### config.mk
export PLATFORM = sky130hd
export DESIGN_NAME = nibble_cascade_irq_timer_top
export DESIGN_NICKNAME = d
export VERILOG_FILES = /design/src/design/nct_pkg.sv /design/src/design/nibble_cascade_irq_timer_top.sv /design/src/design/nct_core.sv
export VERILOG_INCLUDE_DIRS = /design/src /design/src/design
export SDC_FILE = /design/constraint.sdc
export NUM_CORES = 1
export LEC_CHECK = 0
export BUFFER_PORTS_ARGS = -buffer_cell sky130_fd_sc_hd__buf_2
export CORE_UTILIZATION = 25
export DETAILED_ROUTE_END_ITERATION = 10
export SYNTH_ARGS = -nofsm -noshare
export SYNTH_HDL_FRONTEND = slang
export SYNTH_SLANG_ARGS = --single-unit
export TNS_END_PERCENT = 1
### constraint.sdc
create_clock -name i_clk -period 2.9 [get_ports i_clk]
set_input_delay 0.58 -clock i_clk [delete_from_list [all_inputs] [get_ports i_clk]]
set_output_delay 0.58 -clock i_clk [all_outputs]
set_load 0.02 [all_outputs]
### src/design/nibble_cascade_irq_timer_top_macros.svh
// assertion helpers used by nct_core
`ifndef NIBBLE_CASCADE_IRQ_TIMER_TOP_MACROS_SVH
`define NIBBLE_CASCADE_IRQ_TIMER_TOP_MACROS_SVH

// same-cycle implication, sampled on i_clk, off during reset
`define NCT_ASSERT_NOW(lbl, ante, cons, msg) \
    lbl: assert property (@(posedge i_clk) disable iff (!i_rst_n) (ante) |-> (cons)) \
        else $error(msg);

// next-cycle implication, sampled on i_clk, off during reset
`define NCT_ASSERT_NEXT(lbl, ante, cons, msg) \
    lbl: assert property (@(posedge i_clk) disable iff (!i_rst_n) (ante) |=> (cons)) \
        else $error(msg);

`endif

### src/design/nct_pkg.sv
package nct_pkg;

    localparam int unsigned PRESCALE_W = 8;
    localparam int unsigned NIBBLE_W   = 4;
    localparam int unsigned EDGE_BIT   = 6;

    localparam logic [NIBBLE_W-1:0] NIBBLE_MAX = 4'hF;

    // command codes
    localparam logic CMD_TICK  = 1'b0;
    localparam logic CMD_WRITE = 1'b1;

    // timer register indexes
    localparam logic [1:0] REG_STOP   = 2'd0;
    localparam logic [1:0] REG_ACK    = 2'd1;
    localparam logic [1:0] REG_START  = 2'd2;
    localparam logic [1:0] REG_UNUSED = 2'd3;

    typedef struct packed {
        logic       command;
        logic [1:0] reg_index;
        logic [7:0] write_data;
    } t_item;

    typedef struct packed {
        logic                irq_request;
        logic [NIBBLE_W-1:0] count_low;
        logic [NIBBLE_W-1:0] count_high;
    } t_result;

endpackage

### src/design/nibble_cascade_irq_timer_top.sv
// Cascaded-nibble interrupt timer. Each request on the slave side is either one
// CPU cycle tick (tuser = 0) or a write to timer register 0..3 (tuser = 1):
// 0 stops counting, 2 starts it, 1 clears the interrupt and, while stopped,
// loads the low/high counter nibbles from the data byte; 3 does nothing. Ticks
// drive an 8-bit prescaler; each rise of its bit 6 steps the low nibble, which
// carries into the high nibble at 15; both at 15 raise the interrupt, which
// holds the prescaler at zero until cleared. Every request yields exactly one
// result request carrying the interrupt level and both nibbles after that step.
// Throughput is one request per clock cycle while the receiver takes results
// without stalling; a request passes through the input register, then the
// result register, before its result is offered, and it waits in the input
// register while the result slot is full and not being drained.
module nibble_cascade_irq_timer_top (
    input  logic        i_clk,
    input  logic        i_rst_n,
    // slave side
    input  logic        s_axis_tvalid,
    output logic        s_axis_tready,
    input  logic [15:0] s_axis_tdata,  // [1:0] reg_index, [9:2] write_data, rest zero
    input  logic        s_axis_tuser,  // [0] command
    // master side
    output logic        m_axis_tvalid,
    input  logic        m_axis_tready,
    output logic [15:0] m_axis_tdata   // [0] irq_request, [4:1] count_low,
                                       // [8:5] count_high, rest zero
);

    // input register
    logic           r_in_valid;
    nct_pkg::t_item r_in_item;
    // result register
    logic             r_out_valid;
    nct_pkg::t_result r_out_result;

    logic             w_advance;
    logic             w_in_accept;
    nct_pkg::t_result w_result;

    // the held request moves on when the result slot is free or being drained
    assign w_advance     = r_in_valid && (!r_out_valid || m_axis_tready);
    assign s_axis_tready = !r_in_valid || w_advance;
    assign w_in_accept   = s_axis_tvalid && s_axis_tready;

    always_ff @(posedge i_clk) begin
        if (!i_rst_n) begin
            r_in_valid <= 1'b0;
        end else if (s_axis_tready) begin
            r_in_valid <= s_axis_tvalid;
        end
    end

    // payload only, no reset needed
    always_ff @(posedge i_clk) begin
        if (w_in_accept) begin
            r_in_item.command    <= s_axis_tuser;
            r_in_item.reg_index  <= s_axis_tdata[1:0];
            r_in_item.write_data <= s_axis_tdata[9:2];
        end
    end

    // timer state and next-state logic
    nct_core u_core (
        .i_clk     (i_clk),
        .i_rst_n   (i_rst_n),
        .i_advance (w_advance),
        .i_item    (r_in_item),
        .o_result  (w_result)
    );

    always_ff @(posedge i_clk) begin
        if (!i_rst_n) begin
            r_out_valid <= 1'b0;
        end else if (w_advance) begin
            r_out_valid <= 1'b1;
        end else if (m_axis_tready) begin
            r_out_valid <= 1'b0;
        end
    end

    always_ff @(posedge i_clk) begin
        if (w_advance) begin
            r_out_result <= w_result;
        end
    end

    assign m_axis_tvalid = r_out_valid;
    assign m_axis_tdata  = {7'd0, r_out_result.count_high, r_out_result.count_low,
                            r_out_result.irq_request};

endmodule

### src/design/nct_core.sv
module nct_core (
    input  logic            i_clk,
    input  logic            i_rst_n,
    input  logic            i_advance,
    input  nct_pkg::t_item  i_item,
    output nct_pkg::t_result o_result
);

    `include "nibble_cascade_irq_timer_top_macros.svh"

    logic [nct_pkg::PRESCALE_W-1:0] r_prescale, n_prescale;
    logic                           r_enabled,  n_enabled;
    logic [nct_pkg::NIBBLE_W-1:0]   r_low,      n_low;
    logic [nct_pkg::NIBBLE_W-1:0]   r_high,     n_high;
    logic                           r_pending,  n_pending;

    logic [nct_pkg::PRESCALE_W-1:0] w_pre_next;
    logic [nct_pkg::NIBBLE_W-1:0]   w_low_inc;
    logic [nct_pkg::NIBBLE_W-1:0]   w_high_inc;
    logic                           w_edge;

    assign w_pre_next = r_pending ? '0 : r_prescale + 1'b1;
    assign w_edge     = r_enabled && !r_prescale[nct_pkg::EDGE_BIT]
                        && w_pre_next[nct_pkg::EDGE_BIT];
    assign w_low_inc  = r_low + 1'b1;
    assign w_high_inc = r_high + 1'b1;

    always_comb begin
        n_prescale = r_prescale;
        n_enabled  = r_enabled;
        n_low      = r_low;
        n_high     = r_high;
        n_pending  = r_pending;
        if (i_item.command == nct_pkg::CMD_TICK) begin
            n_prescale = w_pre_next;
            if (w_edge) begin
                n_low = w_low_inc;
                if (w_low_inc == nct_pkg::NIBBLE_MAX) begin
                    n_high = w_high_inc;
                    if (w_high_inc == nct_pkg::NIBBLE_MAX) begin
                        n_pending = 1'b1;
                    end
                end
            end
        end else begin
            case (i_item.reg_index)
                nct_pkg::REG_STOP: begin
                    n_enabled = 1'b0;
                end
                nct_pkg::REG_ACK: begin
                    if (!r_enabled) begin
                        n_low  = i_item.write_data[3:0];
                        n_high = i_item.write_data[7:4];
                    end
                    n_pending = 1'b0;
                end
                nct_pkg::REG_START: begin
                    n_enabled = 1'b1;
                end
                nct_pkg::REG_UNUSED: begin
                end
                default: begin
                end
            endcase
        end
    end

    always_ff @(posedge i_clk) begin
        if (!i_rst_n) begin
            r_prescale <= '0;
            r_enabled  <= 1'b0;
            r_low      <= '0;
            r_high     <= '0;
            r_pending  <= 1'b0;
        end else if (i_advance) begin
            r_prescale <= n_prescale;
            r_enabled  <= n_enabled;
            r_low      <= n_low;
            r_high     <= n_high;
            r_pending  <= n_pending;
        end
    end

    assign o_result.irq_request = n_pending;
    assign o_result.count_low   = n_low;
    assign o_result.count_high  = n_high;

    `NCT_ASSERT_NEXT(a_pending_holds_prescaler,
        i_advance && i_item.command == nct_pkg::CMD_TICK && r_pending,
        r_prescale == '0, "prescaler moved while interrupt pending")
    `NCT_ASSERT_NEXT(a_write_keeps_prescaler,
        i_advance && i_item.command == nct_pkg::CMD_WRITE,
        $stable(r_prescale), "register write changed the prescaler")
    `NCT_ASSERT_NEXT(a_no_load_while_counting,
        i_advance && i_item.command == nct_pkg::CMD_WRITE
            && i_item.reg_index == nct_pkg::REG_ACK && r_enabled,
        $stable(r_low) && $stable(r_high), "counters loaded while counting")
    `NCT_ASSERT_NOW(a_pending_rises_at_terminal,
        $rose(r_pending),
        r_low == nct_pkg::NIBBLE_MAX && r_high == nct_pkg::NIBBLE_MAX,
        "interrupt raised before both nibbles reached terminal count")

endmodule

# After elaboration in Yosys (flattened, before gate mapping)

Cells that the tools add are included.

Input port bits: 21
Logic and storage cells: 53
Output and inout port bits: 18
Register bits after elaboration: 40

Equal/unequal tests: 4
Muxes and demuxes: 18
Bitwise gates (word level): 1
Reduce and logical (&&, ||, !) cells: 14
Add/sub/neg operators: 3

Operators with widths:

| cell                | count |
|---|---|
| $mux 4              | 9 |
| $add 4x1->4 const B | 2 |
| $add 8x1->8 const B | 1 |
| $eq 4x4->1 const B  | 2 |
| $mux 8              | 1 |
| $mux 1              | 7 |
| $logic_and 1x1->1   | 4 |
| $reduce_bool 2->1   | 2 |
| $logic_not 1->1     | 3 |
| $reduce_and 3->1    | 1 |
| $eq 2x1->1 const B  | 1 |
| $eq 2x2->1 const B  | 1 |
| $logic_not 2->1     | 1 |
| $logic_or 1x1->1    | 2 |
| $pmux 1 s2          | 1 |
| $reduce_and 2->1    | 1 |
| $not 1->1           | 1 |

# Logic depth before layout (Yosys ltp)

Depth in word-level cells: 6
Gate-level depth with buffers: 7
Depth with buffers taken out: 7

# Modules after synthesis

From an unflattened synthesis, not the netlist that was laid out.

Cell total of the unflattened synthesis: 190
Area total of the unflattened synthesis: 2030.7 µm²

Modules (own cells, without submodules):

| module                       | cells an instance | area an instance (µm²) | seq. area each (µm²) | instances |
|---|---|---|---|---|
| nct_core                     | 153               | 1270.0                 | 340.3                | 1 |
| nibble_cascade_irq_timer_top | 37                | 760.7                  | 640.6                | 1 |

# Worst setup path after synthesis

OpenSTA, ideal clock, no wires.

Kind: reg2reg
Start: reg u_core.r_prescale[0] (netlist bit)
End: reg u_core.r_pending
Clock period less this slack: 1.834 ns
Path buffers: 0
Data arrival time: 1.763 ns
Setup time: 0.071 ns
Cell stages (with the launch flop): 7
Required time: 2.829 ns
Path slack: 1.066 ns
Cell sequence: dfxtp_1 -> ha_1 -> nand4_1 -> nor3_4 -> o211ai_2 -> or4_1 -> a21oi_1

Cells in the longest elaborated chain, start to end: 5

Ends and longest elaborated chain:

| element                | line           | RTL |
|---|---|---|
| start, declared        | nct_core.sv:11 | `logic [nct_pkg::PRESCALE_W-1:0] r_prescale, n_prescale;` |
| start signal, assigned | nct_core.sv:76 | `r_prescale <= n_prescale;` |
| $add 8x1->8            | nct_core.sv:22 | `assign w_pre_next = r_pending ? '0 : r_prescale + 1'b1;` |
| $mux 8                 | nct_core.sv:22 |  |
| $logic_and 1x1->1      | nct_core.sv:24 | `&& w_pre_next[nct_pkg::EDGE_BIT];` |
| $mux 1                 | nct_core.sv:36 | `if (w_edge) begin` |
| $mux 1                 | nct_core.sv:34 | `if (i_item.command == nct_pkg::CMD_TICK) begin` |
| end signal, assigned   | nct_core.sv:80 | `r_pending <= n_pending;` |
| end, declared          | nct_core.sv:15 | `logic r_pending, n_pending;` |

Every way passes these cells.
A chain may end at the register's enable or synchronous reset.

# Worst setup path after layout

Ends and elaborated chain as after synthesis.

==> results.md <==
- Cells after Synth: ~190
- Asr flop ratio synth: 0%
- Post-CTS Setup Inserts: 0
- CP Cell Sequence: ha_1 -> nand4_1 -> nor3_4 -> o211ai_2 -> or4_1 -> a21oi_1
- Antenna cells: 0
- Layout area overhead: 17.1%
- Maxcap violations: 0
- CP max-delay cell: or4_1
- First-pass GRT wire length: between 6000 and 7000 um
- CTS tree: built
- Hold Crit Class: in -> reg
- Area after DPL: about 2100 um^2
- Delay-heaviest family, CP: simple AND/OR/NAND/NOR gates
- Worst EP required: 3.12 ns
- RR Startpoint: u_core.r_prescale[0]
- Share of the synthesized area in the top cell type: 31.4%
- Hold buffer count at CTS: 0
- Crit Path Max Fanout: 8
- Detailed Route WL: 3810 um
- Worst-skew pair later-pin latency: between 0.2 and 0.3 ns
- Die Y: about 90 um
- Initial antenna violation count: 0
- Drc violations: 0
- Largest buffer count on any clock path: 2
- Least-Margin Pin Slew: 0.745 ns
- # IOs: 39
- Sink Count: 39
- Fin area: 2240 um^2
- Post-synth EDFFs: 20
- CTS resizes: 0
- Worst Setup SP: u_core.r_prescale[0]
- Avg Inst Size Synth: about 10 um^2
- Final min period: 2.13 ns
- Num rows: 31
- Ys flop type: edfxtp_1
- Vias in the first global route: ~1.3k
- Total CTS buffers: 5
- Vias: 1,397
- Largest net degree at the start of global routing: 15
- Final Max Tran Viols: 0
- CORE AREA: about 7300 um^2
- Clock-pin slew on the worst setup and hold paths: 0.08 ns
- CTS Root Cell: clkbuf_8
- Die area: about 8000 um^2
- CP peak stage delay: ~0.54 ns
- Total GRT Usage: roughly a tenth
- Status: finished clean
- Seq pwr share: around 54%
- Worst slew margin: 50.0%
- Pint: just under 0.9 mW
- Setup violations, final: 0
- Logic gate share of total power: 8.3%
- Power share of the clock group: about 37%
- RD Place Congestion: ~0.86
- Pwr/cell area: around 510 nW/um^2
- Post-DP HPWL: between 2000 and 3000 um
- Die width: around 89 um
- Hold violation total from the final report: 0
- Synth area leader: edfxtp_1
- Vias per inst: roughly 4.4
- ANT nets after route: 0
- #FFs+latches synth: 39
- Initial core utilization: around a quarter
- Finished Layout Cells: about 320
- Final Util: 30.5%
- Yosys warning count: 0
- Commonest non-fill, non-tap cell in the layout: buf_2
- Register area share after synthesis: 51.3%
- RSZ-0062 raised after global routing: no
- Crit start category: flip-flop
- Reg2reg setup slack: slightly below 0.8 ns
- Port-buffer cells: 25
- Sw Ratio: approximately 23%
- Post-synth cell types: 47
- Share of cells above drive strength 1: 19.8%
- NumNets Final: around 240
- Fmax: between 400 and 500 MHz
- Placed insts: about 310
- Worst Path Arrival: roughly 2.4 ns
- Psw: about 0.26 mW
- Final TNS setup: 0 ns
- Worst setup EP type: flip-flop
- Cell leakage power: 0.868 nW
- Worst Path Buf+Inv: 0
- Fin crit share: 73.4%
- Total grt overflow: 0
- Depth of the CTS H-tree: 2
- Worst VDD drop: between 0.3 and 0.4 mV
- Clk_skew: about 0.0072 ns
- DRT iter0 DRCs: 95
- Average wire per cell in the routed design: between 10 and 15 um
- TritonRoute pass-1 iters: 4
- Mapped Area: approximately 1900 um^2
- Hold_sp: s_axis_tdata[7]
- Most frequent cells in the layout: buf_2, edfxtp_1, nand2_1, dfxtp_1, nor2_1
- Critical path type: reg -> reg
- Top cells by area, synth: edfxtp_1, dfxtp_1, nand2_1
[power groups by stage]
stage | combinational (mW) | sequential, mW | clock (mW)
after floorplan | 0.0663 | 0.636 | 0
after global placement | 0.0939 | 0.635 | 0
after detailed placement | 0.0953 | 0.635 | 0
after CTS | 0.0958 | 0.623 | 0.450
after global routing | 0.107 | 0.626 | 0.468
final | 0.0951 | 0.623 | 0.429
[flip-flops by register name, summed over array words and instances (netlist names)]
name	flops
r_in_item	11
r_in_valid	1
m_axis_tvalid	1
u_core.r_low	4
u_core.r_high	4
m_axis_tdata	9
u_core.r_pending	1
u_core.r_enabled	1
u_core.r_prescale	7
[worst reg2reg max path, cell delays in order (launching register included)]
cell and delay (ns):
dfxtp_1 0.37, ha_1 0.22, nand4_1 0.26, nor3_4 0.37, o211ai_2 0.15, or4_1 0.54
a21oi_1 0.15
[path summary, 6_finish.rpt]
check,endpoint,cells after the start
max reg2reg,u_core.r_pending,6
min reg2reg,u_core.r_high[3],2
max,u_core.r_pending,6
min,r_in_item[5],1
[per-layer routing]
layer	global-route usage, %	vias up	part of all wire (%)
met5	0	-	0
met4	4.04	0	0.71
met3	3.60	2	5.7
met2	14.9	40	44
met1	14.7	638	50
li1	-	717	-
[cell usage after synthesis, drive strengths merged (2+ instances only)]
cell     count
nand4        2
or2          3
nand2b       3
edfxtp      20
and2         2
xor2         5
o21ai        8
nor4         3
a2bb2oi      2
inv          6
o211ai       2
nand3        9
dfxtp       19
ha           5
nand3b       3
nor2b        3
o2bb2ai      2
mux2i        3
buf          8
nor2        16
a31oi        2
nand2       19
nor3         4
clkbuf       4
xnor2        4
a21o         3
a21oi       12
[layout make-up]
class                   instances  area [um^2]
fillers                       760         5090
flip-flops and latches         39          981
multi-input cells             137          858
repair buffers                 27          140
well taps                      99          124
clock buffers                   7          108
inverters                       6         22.5
clock inverters                 1         5.00
[through the flow]
step | power [mW] | worst slack (ns) | hold WS (ns)
final | 1.15 | 0.772 | 0.464
after global routing | 1.20 | 0.651 | 0.449
after floorplan | 0.703 | 1.07 | 0.455
after global placement | 0.729 | 0.826 | 0.475
after CTS | 1.17 | 0.770 | 0.452
after detailed placement | 0.731 | 0.789 | 0.482
[cells by family after synthesis]
logic type,after synthesis,synth area share (%)
xor+xnor,9,4.12
flops,39,51.3
buf+inv,18,4.97
mux,3,1.57
other cells,1,0.196
simple gates,72,20.2
compound gates,41,14.4
fa+ha+maj,5,3.27
(Power assumes the default switching activity.)
